`src/hdl/wfg_pkg.sv`:
```
// Shared types and constants of the wait-for graph cycle detector.
`default_nettype none
package wfg_pkg;

   localparam int TASK_W = 3;
   localparam int RES_W = 3;
   localparam int QUEUE_DEPTH = 2;

   typedef struct packed {
      logic             valid;
      logic [RES_W-1:0] res;
   } rec_type;

   typedef struct packed {
      logic              task_ok;
      logic [TASK_W-1:0] task_idx;
      rec_type           wait_rec;
      rec_type           hold_rec;
   } upd_type;

   typedef enum logic [3:0] {
      ST_IDLE = 4'b0001,
      ST_ROOT = 4'b0010,
      ST_WALK = 4'b0100,
      ST_OUT  = 4'b1000
   } state_type;

endpackage
`default_nettype wire

```
`src/hdl/wfg_front.sv`:
```
// Front end: accepts update items, classifies them into records and queues them.
`default_nettype none
module wfg_front
   import wfg_pkg::*;
#(
   parameter int NUM_TASKS = 8,
   parameter int NUM_RESOURCES = 8
) (
   input  wire logic              clock,
   input  wire logic              reset,
   input  wire logic              req_valid,
   output logic                   req_stall,
   input  wire logic [TASK_W-1:0] req_task_req,
   input  wire logic              req_wait_valid,
   input  wire logic [RES_W-1:0]  req_wait_resource,
   input  wire logic              req_hold_valid,
   input  wire logic [RES_W-1:0]  req_hold_resource,
   output logic                   q_valid,
   input  wire logic              q_take,
   output upd_type                q_data
);

   localparam int PTR_W = $clog2(QUEUE_DEPTH);
   localparam int CNT_W = $clog2(QUEUE_DEPTH + 1);

   upd_type              mem_ff [QUEUE_DEPTH];
   logic [PTR_W-1:0]     wr_ptr_ff, wr_ptr_in;
   logic [PTR_W-1:0]     rd_ptr_ff, rd_ptr_in;
   logic [CNT_W-1:0]     cnt_ff, cnt_in;
   upd_type              upd;
   logic                 push;
   logic                 pop;

   always_comb begin
      upd.task_ok = int'(req_task_req) < NUM_TASKS;
      upd.task_idx = req_task_req;
      upd.wait_rec.valid = req_wait_valid && (int'(req_wait_resource) < NUM_RESOURCES);
      upd.wait_rec.res = upd.wait_rec.valid ? req_wait_resource : '0;
      upd.hold_rec.valid = req_hold_valid && (int'(req_hold_resource) < NUM_RESOURCES);
      upd.hold_rec.res = upd.hold_rec.valid ? req_hold_resource : '0;
   end

   assign req_stall = (cnt_ff == CNT_W'(QUEUE_DEPTH));
   assign push = req_valid && !req_stall;
   assign q_valid = (cnt_ff != '0);
   assign pop = q_valid && q_take;
   assign q_data = mem_ff[rd_ptr_ff];

   always_comb begin
      wr_ptr_in = push ? wr_ptr_ff + 1'b1 : wr_ptr_ff;
      rd_ptr_in = pop ? rd_ptr_ff + 1'b1 : rd_ptr_ff;
      cnt_in = cnt_ff;
      if (push && !pop) begin
         cnt_in = cnt_ff + 1'b1;
      end else if (pop && !push) begin
         cnt_in = cnt_ff - 1'b1;
      end
   end

   always_ff @(posedge clock) begin
      if (reset) begin
         wr_ptr_ff <= '0;
         rd_ptr_ff <= '0;
         cnt_ff <= '0;
      end else begin
         wr_ptr_ff <= wr_ptr_in;
         rd_ptr_ff <= rd_ptr_in;
         cnt_ff <= cnt_in;
      end
   end

   always_ff @(posedge clock) begin
      if (push) begin
         mem_ff[wr_ptr_ff] <= upd;
      end
   end

endmodule
`default_nettype wire

```
`src/hdl/wfg_walker.sv`:
```
// Back end: record tables and the depth-first walk that searches for a cycle.
`default_nettype none
module wfg_walker
   import wfg_pkg::*;
#(
   parameter int NUM_TASKS = 8
) (
   input  wire logic    clock,
   input  wire logic    reset,
   input  wire logic    q_valid,
   output logic         q_take,
   input  wire upd_type q_data,
   output logic         rsp_valid,
   input  wire logic    rsp_stall,
   output logic         rsp_deadlock_found
);

   localparam int TW = $clog2(NUM_TASKS);
   localparam int CW = $clog2(NUM_TASKS + 1);

   state_type              state_ff, state_in;
   rec_type                wait_ff [NUM_TASKS];
   rec_type                wait_in [NUM_TASKS];
   rec_type                hold_ff [NUM_TASKS];
   rec_type                hold_in [NUM_TASKS];
   logic [TW-1:0]          stk_ff [NUM_TASKS];
   logic [TW-1:0]          stk_in [NUM_TASKS];
   logic [CW-1:0]          cur_ff [NUM_TASKS];
   logic [CW-1:0]          cur_in [NUM_TASKS];
   logic [NUM_TASKS-1:0]   visited_ff, visited_in;
   logic [NUM_TASKS-1:0]   onpath_ff, onpath_in;
   logic [CW-1:0]          sp_ff, sp_in;
   logic [CW-1:0]          root_ff, root_in;
   logic                   found_ff, found_in;
   logic [CW-1:0]          sp_m1;
   logic [TW-1:0]          top_idx;
   logic [TW-1:0]          sp_idx;
   logic [TW-1:0]          root_idx;
   logic [TW-1:0]          node;
   logic [CW-1:0]          cur_top;
   logic [TW-1:0]          v_idx;
   logic                   edge_hit;

   assign sp_m1 = sp_ff - CW'(1);
   assign top_idx = sp_m1[TW-1:0];
   assign sp_idx = sp_ff[TW-1:0];
   assign root_idx = root_ff[TW-1:0];
   assign node = stk_ff[top_idx];
   assign cur_top = cur_ff[top_idx];
   assign v_idx = cur_top[TW-1:0];
   assign edge_hit = wait_ff[node].valid && hold_ff[v_idx].valid
                     && (wait_ff[node].res == hold_ff[v_idx].res);

   assign rsp_valid = (state_ff == ST_OUT);
   assign rsp_deadlock_found = found_ff;

   always_comb begin
      state_in = state_ff;
      wait_in = wait_ff;
      hold_in = hold_ff;
      stk_in = stk_ff;
      cur_in = cur_ff;
      visited_in = visited_ff;
      onpath_in = onpath_ff;
      sp_in = sp_ff;
      root_in = root_ff;
      found_in = found_ff;
      q_take = 1'b0;
      unique case (state_ff)
         ST_IDLE: begin
            if (q_valid) begin
               q_take = 1'b1;
               for (int i = 0; i < NUM_TASKS; i++) begin
                  if (q_data.task_ok && (int'(q_data.task_idx) == i)) begin
                     wait_in[i] = q_data.wait_rec;
                     hold_in[i] = q_data.hold_rec;
                  end
               end
               visited_in = '0;
               onpath_in = '0;
               root_in = '0;
               state_in = ST_ROOT;
            end
         end
         ST_ROOT: begin
            if (root_ff == CW'(NUM_TASKS)) begin
               found_in = 1'b0;
               state_in = ST_OUT;
            end else if (visited_ff[root_idx]) begin
               root_in = root_ff + CW'(1);
            end else begin
               stk_in[0] = root_idx;
               cur_in[0] = '0;
               visited_in[root_idx] = 1'b1;
               onpath_in[root_idx] = 1'b1;
               sp_in = CW'(1);
               state_in = ST_WALK;
            end
         end
         ST_WALK: begin
            if (cur_top == CW'(NUM_TASKS)) begin
               onpath_in[node] = 1'b0;
               sp_in = sp_m1;
               if (sp_ff == CW'(1)) begin
                  root_in = root_ff + CW'(1);
                  state_in = ST_ROOT;
               end
            end else begin
               cur_in[top_idx] = cur_top + CW'(1);
               if (edge_hit) begin
                  if (!visited_ff[v_idx]) begin
                     if (sp_ff < CW'(NUM_TASKS)) begin
                        stk_in[sp_idx] = v_idx;
                        cur_in[sp_idx] = '0;
                        sp_in = sp_ff + CW'(1);
                        visited_in[v_idx] = 1'b1;
                        onpath_in[v_idx] = 1'b1;
                     end
                  end else if (onpath_ff[v_idx]) begin
                     found_in = 1'b1;
                     state_in = ST_OUT;
                  end
               end
            end
         end
         ST_OUT: begin
            if (!rsp_stall) begin
               state_in = ST_IDLE;
            end
         end
         default: begin
            state_in = ST_IDLE;
         end
      endcase
   end

   always_ff @(posedge clock) begin
      if (reset) begin
         state_ff <= ST_IDLE;
         for (int i = 0; i < NUM_TASKS; i++) begin
            wait_ff[i] <= '0;
            hold_ff[i] <= '0;
         end
         visited_ff <= '0;
         onpath_ff <= '0;
         sp_ff <= '0;
         root_ff <= '0;
      end else begin
         state_ff <= state_in;
         wait_ff <= wait_in;
         hold_ff <= hold_in;
         visited_ff <= visited_in;
         onpath_ff <= onpath_in;
         sp_ff <= sp_in;
         root_ff <= root_in;
      end
   end

   always_ff @(posedge clock) begin
      stk_ff <= stk_in;
      cur_ff <= cur_in;
      found_ff <= found_in;
   end

endmodule
`default_nettype wire

```
`src/hdl/wait_for_graph_cycle_detector.sv`:
```
// Top level of the wait-for graph cycle detector.
// Each item replaces one task's wait and hold record and returns one flag that tells
// whether the updated wait-for graph holds a directed cycle, a self-loop included.
// A two-entry queue takes items while the walker is busy or while a result waits.
// The walker checks one candidate edge per cycle in a depth-first search. The search
// stops at the first cycle that it finds, as when task 0 waits on a resource it holds itself,
// and runs over every root whenever the graph has no cycle; a stalled result holds the
// walker until it is taken.
`default_nettype none
module wait_for_graph_cycle_detector
   import wfg_pkg::*;
#(
   parameter int NUM_TASKS = 8,
   parameter int NUM_RESOURCES = 8
) (
   input  wire logic              clock,
   input  wire logic              reset,
   input  wire logic              req_valid,
   output logic                   req_stall,
   input  wire logic [TASK_W-1:0] req_task_req,
   input  wire logic              req_wait_valid,
   input  wire logic [RES_W-1:0]  req_wait_resource,
   input  wire logic              req_hold_valid,
   input  wire logic [RES_W-1:0]  req_hold_resource,
   output logic                   rsp_valid,
   input  wire logic              rsp_stall,
   output logic                   rsp_deadlock_found
);

   logic    q_valid;
   logic    q_take;
   upd_type q_data;

   wfg_front #(
      .NUM_TASKS(NUM_TASKS),
      .NUM_RESOURCES(NUM_RESOURCES)
   ) u_front (
      .clock(clock),
      .reset(reset),
      .req_valid(req_valid),
      .req_stall(req_stall),
      .req_task_req(req_task_req),
      .req_wait_valid(req_wait_valid),
      .req_wait_resource(req_wait_resource),
      .req_hold_valid(req_hold_valid),
      .req_hold_resource(req_hold_resource),
      .q_valid(q_valid),
      .q_take(q_take),
      .q_data(q_data)
   );

   wfg_walker #(
      .NUM_TASKS(NUM_TASKS)
   ) u_walker (
      .clock(clock),
      .reset(reset),
      .q_valid(q_valid),
      .q_take(q_take),
      .q_data(q_data),
      .rsp_valid(rsp_valid),
      .rsp_stall(rsp_stall),
      .rsp_deadlock_found(rsp_deadlock_found)
   );

`ifndef SYNTHESIS
   a_take_not_while_result: assert property (@(posedge clock) disable iff (reset)
      !(rsp_valid && q_take))
      else $error("walker took a queued item while a result was pending");

   a_take_then_walk: assert property (@(posedge clock) disable iff (reset)
      (q_valid && q_take) |=> !rsp_valid)
      else $error("result appeared in the cycle after an item was taken");

   a_single_result: assert property (@(posedge clock) disable iff (reset)
      (rsp_valid && !rsp_stall) |=> !rsp_valid)
      else $error("a second result followed an accepted result at once");
`endif

endmodule
`default_nettype wire

```
`config.mk`:
```
export PLATFORM = sky130hd
export DESIGN_NAME = wait_for_graph_cycle_detector
export DESIGN_NICKNAME = d
export VERILOG_FILES = /design/src/hdl/wfg_pkg.sv /design/src/hdl/wfg_front.sv /design/src/hdl/wfg_walker.sv /design/src/hdl/wait_for_graph_cycle_detector.sv
export SDC_FILE = /design/constraint.sdc
export NUM_CORES = 1
export LEC_CHECK = 0
export BUFFER_PORTS_ARGS = -buffer_cell sky130_fd_sc_hd__buf_2
export CELL_PAD_IN_SITES_DETAIL_PLACEMENT = 0
export CELL_PAD_IN_SITES_GLOBAL_PLACEMENT = 1
export CORE_ASPECT_RATIO = 0.7
export CORE_UTILIZATION = 47
export CTS_CLUSTER_SIZE = 28
export DETAILED_ROUTE_END_ITERATION = 10
export PLACE_DENSITY = 0.81
export SLEW_MARGIN = 10
export SYNTH_ARGS = -nofsm -noshare
export SYNTH_HDL_FRONTEND = slang
export SYNTH_SLANG_ARGS = --single-unit
```
`constraint.sdc`:
```
create_clock -name clock -period 7.4 [get_ports clock]
set_input_delay 1.48 -clock clock [delete_from_list [all_inputs] [get_ports clock]]
set_output_delay 1.48 -clock clock [all_outputs]
set_load 0.05 [all_outputs]
```
==> results.md, run 1 <==
* Status: completed
* Slew of the pin with the lowest slew margin at 1.19 ns
* DRC viols at 0
* CP required at 7.46 ns
* Crit. End Element: flop
* Cts bufs inserted at 17
* Post-Synth Adder-Cell Area at 1.12%
* Max incr delay on CP at 0.69 ns
* Starting Density at 48.9%
* TritonCTS clock tree: yes
* CTS sink cnt at 176
* Vias per cell at 6.21
* Post-synth EDFFs at 79
* Max-cap viol count at 0
* PD cells at 318 nW/um2
* Area of the mapped netlist at 8950 um2
* Worst path depth at 14
* Post-CTS Resized at 0
* Critical Path Start: u_walker.sp_ff[1]$_SDFFE_PP0P_
* Crit-path max FO at 25
* Die width at 167 um
* Max stage delay cell, worst path: a211o_1
* Detailed Route WL at 23000 um
* Fraction of layout cells with a size suffix above 1 at 11.5%
* Via count at 6984
* Wire length per cell at 20.5 um
* Pre-CTS setup slack at 1.92 ns
* Min cycle time layout at 5.66 ns
* Largest cells by area after synthesis: edfxtp_1, dfxtp_1, mux2i_1, a211oi_1, nor2_1
* Fin. Hold Viols at 0
* Initial antenna violation count at 0
* Hold_sp: u_walker.hold_ff[13]$_SDFFE_PP0P_
* Reg2reg path depth at 14
* Fin. max-slew vios at 0
* Grt ovf at 0
* Post-synthesis mux area share at 13.4%
* Postcts setup bufs at 0
* Number of port buffers at 17
* H-tree Lvls at 4
* Register area share after synthesis at 48.2%
* Switching share of total power at 36.8%
* Routability congestion estimate from global placement at 0.877
* Cell accounting for the most synthesized area: edfxtp_1
* Cell family with most CP delay: simple AND/OR/NAND/NOR gates
* Placed insts at 1093
* Startpoint types: flop
* Clk pin slew, worst setup/hold paths at 0.06 ns
* XOR/XNOR Fraction of Synth Area at 1.27%
* Register share of total power at 39.0%
* Setup Skew at 0.0128 ns
* Cell Count, Final, Fillers Out at 1125
* FMAX at 177 MHz
* Mapped Avg Cell Area at 10.1 um2
* Crit-path cells: clkinv_1, ha_1, xor2_1, buf_4, a2111oi_0, a211o_1, inv_4, mux4_2, o22ai_1, a211oi_2, nand3_1, nor2_4, nand2_2, nor4_1
* Post-synthesis compound-gate area fraction at 17.5%
* Router iterations before antenna repair at 7
* Area Growth Syn to Fin at 8.76%
* Simple-gate share of the synthesized area at 14.6%
* FF-to-FF Start: u_walker.sp_ff[1]$_SDFFE_PP0P_
* RSZ-0062 raised after global routing: no
* Clock group share of total power at 28.2%
* CTS root buf: clkbuf_16
* Final worst-path cycle share at 76.5%
* CTS Buffer Depth at 2
* Slew HR at 20.6%
* Top-area cell type share of the netlist area at 26.5%
* Yosys Warn Count at 0
* Cts hold-fix bufs at 0
* Row count at 41
* Most used DFF post-synth: dfxtp_1
* Die Y at 117 um
* Synth Register Bits at 176
* Final core utilization at 53.2%
* P_int at 1.96 mW
* Die area at 19600 um2
* Cells after synthesis at 884
* Number of global-route vias before repair at 6383
* Synth async-reset ratio at 0%
* Pin count of the biggest net entering global routing at 75
* Worst hold path class: flop to flop
* Final net count at 899
* P_leak at 3.35 nW
* Finish-stage setup viols at 0
* Main combinational cell family by area after synthesis: compound AO/OA/AOI/OAI gates
* Core Box Area at 18300 um2
* Sw Pwr at 1.14 mW
* TNS Setup at 0 ns
* Synth Net Count at 907
* Clk_lat worst skew at 0.44 ns
* Global-route wire length before repair at 36700 um
* Critical path buffers and inverters at 3
* Count leader, synth: nor2_1
* HPWL after DPL at 15800 um
* Worst Setup Path Type: flop to flop
* Post-route ant nets at 0
* Worst Hold Depth at 2
* Final setup margin at 1.74 ns
* Overall Power at 3.10 mW
* Synth unique cells at 78
* Io pins at 18
* ANT cells at 0
* VDD IR max at 181 uV
* DRT iter0 DRCs at 852
* Most common library cells after synthesis: nor2_1, dfxtp_1, mux2i_1
* Combinational power share at 32.8%
* Tot GR Track Use at 24.3%
* Critical path arrival at 5.72 ns
## path summary, 6_finish.rpt
kind                                            end  slack (ns)
setup / recovery      u_walker.stk_ff[17]$_DFFE_PP_        1.74
hold / removal    u_walker.hold_ff[13]$_SDFFE_PP0P_        0.50
setup reg to reg      u_walker.stk_ff[17]$_DFFE_PP_        1.74
hold reg to reg   u_walker.hold_ff[13]$_SDFFE_PP0P_        0.50
## cell families after synthesis
kind of cell             count (synthesis)
AND/OR/NAND/NOR                        285
AO/OA/AOI/OAI                          217
flip-flops                             176
multiplexers                           108
buffers and inverters                   77
XOR/XNOR                                13
adder cells (fa/ha/maj)                  8
## per-stage QoR
step / hold WS [ns] / area, um2
floorplan: 0.445 / 8950
global placement: 0.485 / 9170
detailed placement: 0.492 / 9170
CTS: 0.500 / 9740
global route: 0.517 / 9740
finish: 0.498 / 9740
## metal layers
metal  share of wire [%]  GRT usage (%)  vias to the layer above
li1                    -              -                     3325
met1                  51           38.6                     3392
met2                  41           33.1                      247
met3                 7.1           5.08                       20
met4                0.87           5.50                        0
met5                   0              0                        -
## final cells by class
type                            instances  area [um2]
Timing Repair Buffer                   31         190
Multi-Input combinational cell        631        4290
Inverter                               19        73.8
Sequential cell                       176        4320
Tap cell                              236         295
Clock inverter                          9        71.3
Fill cell                            1626        8580
Clock buffer                           23         500
## tightest hold or removal path, cell delays in order, from the launching register on
cell and delay, ns:
dfxtp_1 0.31, nor2_1 0.09, a211oi_1 0.05
## state kept, by name, indices dropped and copies added, names as in the netlist, named ones only
register	flops
u_front.rd_ptr_ff	1
u_walker.state_ff	4
u_walker.root_ff	4
u_walker.sp_ff	4
u_front.wr_ptr_ff	1
u_walker.wait_ff	32
u_walker.visited_ff	8
u_front.mem_ff	22
u_walker.rsp_deadlock_found	1
u_walker.onpath_ff	8
u_walker.cur_ff	32
u_walker.hold_ff	32
u_walker.stk_ff	24
u_front.cnt_ff	2
## cell usage in the layout (no fill, tap or decap), drive strengths merged, types with 5 or more instances in the layout
cell / synthesis / routed
nor2: 126 / 126
dfxtp: 97 / 97
mux2i: 89 / 89
edfxtp: 79 / 79
a211oi: 72 / 72
nand2: 57 / 57
buf: 22 / 31
a21oi: 30 / 30
nor3: 28 / 28
a31oi: 28 / 28
o21ai: 25 / 25
clkbuf: 36 / 23
nand3: 21 / 21
inv: 16 / 19
mux2: 11 / 11
and2: 10 / 10
nor4: 9 / 9
and3: 9 / 9
mux4: 8 / 8
o31ai: 8 / 8
ha: 8 / 8
xnor2: 7 / 7
nand4: 7 / 7
clkinv: 3 / 7
xor2: 6 / 6
a32oi: 5 / 5
## power by group through the flow
stage                     clock network (mW)  logic [mW]  registers, mW
final                                  0.874        1.02           1.21
after global routing                   0.920        1.11           1.22
after CTS                              0.882        1.01           1.21
after detailed placement                   0       0.999           1.23
after global placement                     0       0.991           1.23
after floorplan                            0       0.780           1.20
Note: power is estimated with default switching activity, not from simulation.
==> run 2: changes to the inputs <==
clock period = 5.7 ns   (was 7.4 ns; I/O delays follow)
==> results.md, run 2 (synthesized netlist as in run 1, its figures left out) <==
* Vias per cell at 6.27 (+1.0%)
* DRC viols at 0 (unchanged)
* Starting Density at 48.9% (unchanged)
* Fraction of layout cells with a size suffix above 1 at 12.7% (+1.2 points)
* Cts hold-fix bufs at 0 (unchanged)
* Postcts setup bufs at 0 (unchanged)
* CTS Buffer Depth at 2 (unchanged)
* Status: completed
* Die width at 167 um (unchanged)
* TNS Setup at 0 ns (unchanged)
* Most frequent cells in the layout: nor2_1, dfxtp_1, mux2i_1
* H-tree Lvls at 4 (unchanged)
* Cell family with most CP delay: compound AO/OA/AOI/OAI gates
* Worst Setup Path Type: flop to flop
* Fin. Hold Viols at 0 (unchanged)
* ANT cells at 0 (unchanged)
* CTS sink cnt at 176 (unchanged)
* Max-cap viol count at 0 (unchanged)
* Fin. max-slew vios at 0 (unchanged)
* RSZ-0062 raised after global routing: no
* Die Y at 117 um (unchanged)
* Final worst-path cycle share at 92.0% (+16 points)
* VDD IR max at 227 uV (+26%)
* PD cells at 416 nW/um2 (+31%)
* TritonCTS clock tree: yes
* Worst hold path class: flop to flop
* Setup Skew at 0.0139 ns (+0.00116 ns)
* Startpoint types: flop
* Critical path buffers and inverters at 2 (-1)
* Grt ovf at 0 (unchanged)
* Cts bufs inserted at 17 (unchanged)
* Area Growth Syn to Fin at 9.45%
* CTS root buf: clkbuf_16
* Largest registers: u_walker.cur_ff x32, u_walker.hold_ff x32, u_walker.wait_ff x32
* Initial antenna violation count at 0 (unchanged)
* Post-CTS Resized at 0 (unchanged)
* Global-route wire length before repair at 37100 um (+1.0%)
* Row count at 41 (unchanged)
* Crit-path max FO at 25 (unchanged)
* Die area at 19600 um2 (unchanged)
* Detailed Route WL at 23500 um (+2.2%)
* Core Box Area at 18300 um2 (unchanged)
* Number of port buffers at 17 (unchanged)
* Io pins at 18 (unchanged)
* DP Area at 9230 um2 (+0.74%)
* Final setup margin at 0.456 ns (-1.28 ns)
* Post-route ant nets at 0 (unchanged)
* Crit-path cells: clkinv_1, ha_1, xnor2_1, a2111oi_0, a211o_1, inv_4, mux4_2, o22ai_1, a211oi_2, and3_2, nand3_2, nor2_4, a41o_1
* Commonest non-fill, non-tap cell in the layout: nor2_1
* P_leak at 3.39 nW (+1.3%)
* Finish-stage setup viols at 0 (unchanged)
* Wire length per cell at 20.7 um (+1.3%)
* Router iterations before antenna repair at 6 (-1)
* Tot GR Track Use at 24.5% (+0.24 points)
* Number of global-route vias before repair at 6373 (-0.16%)
* DRT iter0 DRCs at 987 (+16%)
* Max stage delay cell, worst path: a2111oi_0
* CP required at 5.84 ns (-1.62 ns)
* Max incr delay on CP at 0.64 ns (-0.05 ns)
* Pre-CTS setup slack at 0.646 ns (-1.28 ns)
* Final net count at 908 (+1.0%)
* Min cycle time layout at 5.24 ns (-0.416 ns)
* HPWL after DPL at 16000 um (+1.4%)
* Crit. End Element: flop
* Slew of the pin with the lowest slew margin at 1.20 ns (+0.0123 ns)
* Slew HR at 19.7% (-0.82 points)
* Via count at 7112 (+1.8%)
* Design Area, Final at 9800 um2 (+0.63%)
* Routability congestion estimate from global placement at 0.902 (+2.8%)
* Clk_lat worst skew at 0.44 ns (about the same)
* Fillers at 1616 (-0.62%)
* Clk pin slew, worst setup/hold paths at 0.07 ns (about the same)
* FMAX at 191 MHz (+7.9%)
* Critical path arrival at 5.38 ns (-0.34 ns)
* Pin count of the biggest net entering global routing at 91 (+21%)
==> run 2: per-stage QoR <==
stage               std cells  utilization, %  total power [mW]  hold WS [ns]
floorplan                 884               -              2.57         0.445
global placement         1102            50.4              2.92         0.487
detailed placement       1102            50.4              2.93         0.490
CTS                      1134            53.5              4.06         0.499
global route             1134            53.5              4.27         0.521
finish                   1134            53.5              4.08         0.500
==> run 2: final timing paths <==
kind	from	end	slack, ns	depth (start not counted)
setup / recovery	u_walker.sp_ff[1]$_SDFFE_PP0P_	u_walker.stk_ff[22]$_DFFE_PP_	0.46	13
hold / removal	u_walker.hold_ff[23]$_SDFFE_PP0P_	u_walker.hold_ff[23]$_SDFFE_PP0P_	0.50	2
setup reg to reg	u_walker.sp_ff[1]$_SDFFE_PP0P_	u_walker.stk_ff[22]$_DFFE_PP_	0.46	13
hold reg to reg	u_walker.hold_ff[23]$_SDFFE_PP0P_	u_walker.hold_ff[23]$_SDFFE_PP0P_	0.50	2
==> run 2: area by class of cell <==
class | count | area [um2] | share of cell area, %
Timing Repair Buffer | 40 | 258 | 2.63
Clock inverter | 14 | 134 | 1.37
Inverter | 19 | 73.8 | 0.753
Clock buffer | 18 | 429 | 4.38
Tap cell | 236 | 295 | 3.01
Multi-Input combinational cell | 631 | 4290 | 43.8
Sequential cell | 176 | 4320 | 44.0
==> run 2: where the power goes <==
group          internal (mW)  total [mW]  leakage [nW]  switching [mW]
Combinational          0.460        1.36          1.61           0.902
Sequential              1.47        1.57          1.51          0.0972
Clock                  0.611        1.14         0.277           0.531
Total                   2.55        4.08          3.39            1.53
==> run 2: layer usage <==
metal | part of all wire [%] | up-vias | global-route usage [%]
li1 | - | 3354 | -
met4 | 0.61 | 0 | 5.38
met2 | 40 | 288 | 31.7
met5 | 0 | - | 0
met1 | 52 | 3455 | 39.8
met3 | 7.7 | 15 | 6.12
==> run 2: tightest hold or removal path: cells and delay by family, from the launching register on <==
kind            cells  cell delay, ns
simple gates        1            0.10
compound gates      1            0.05
flops               1            0.31
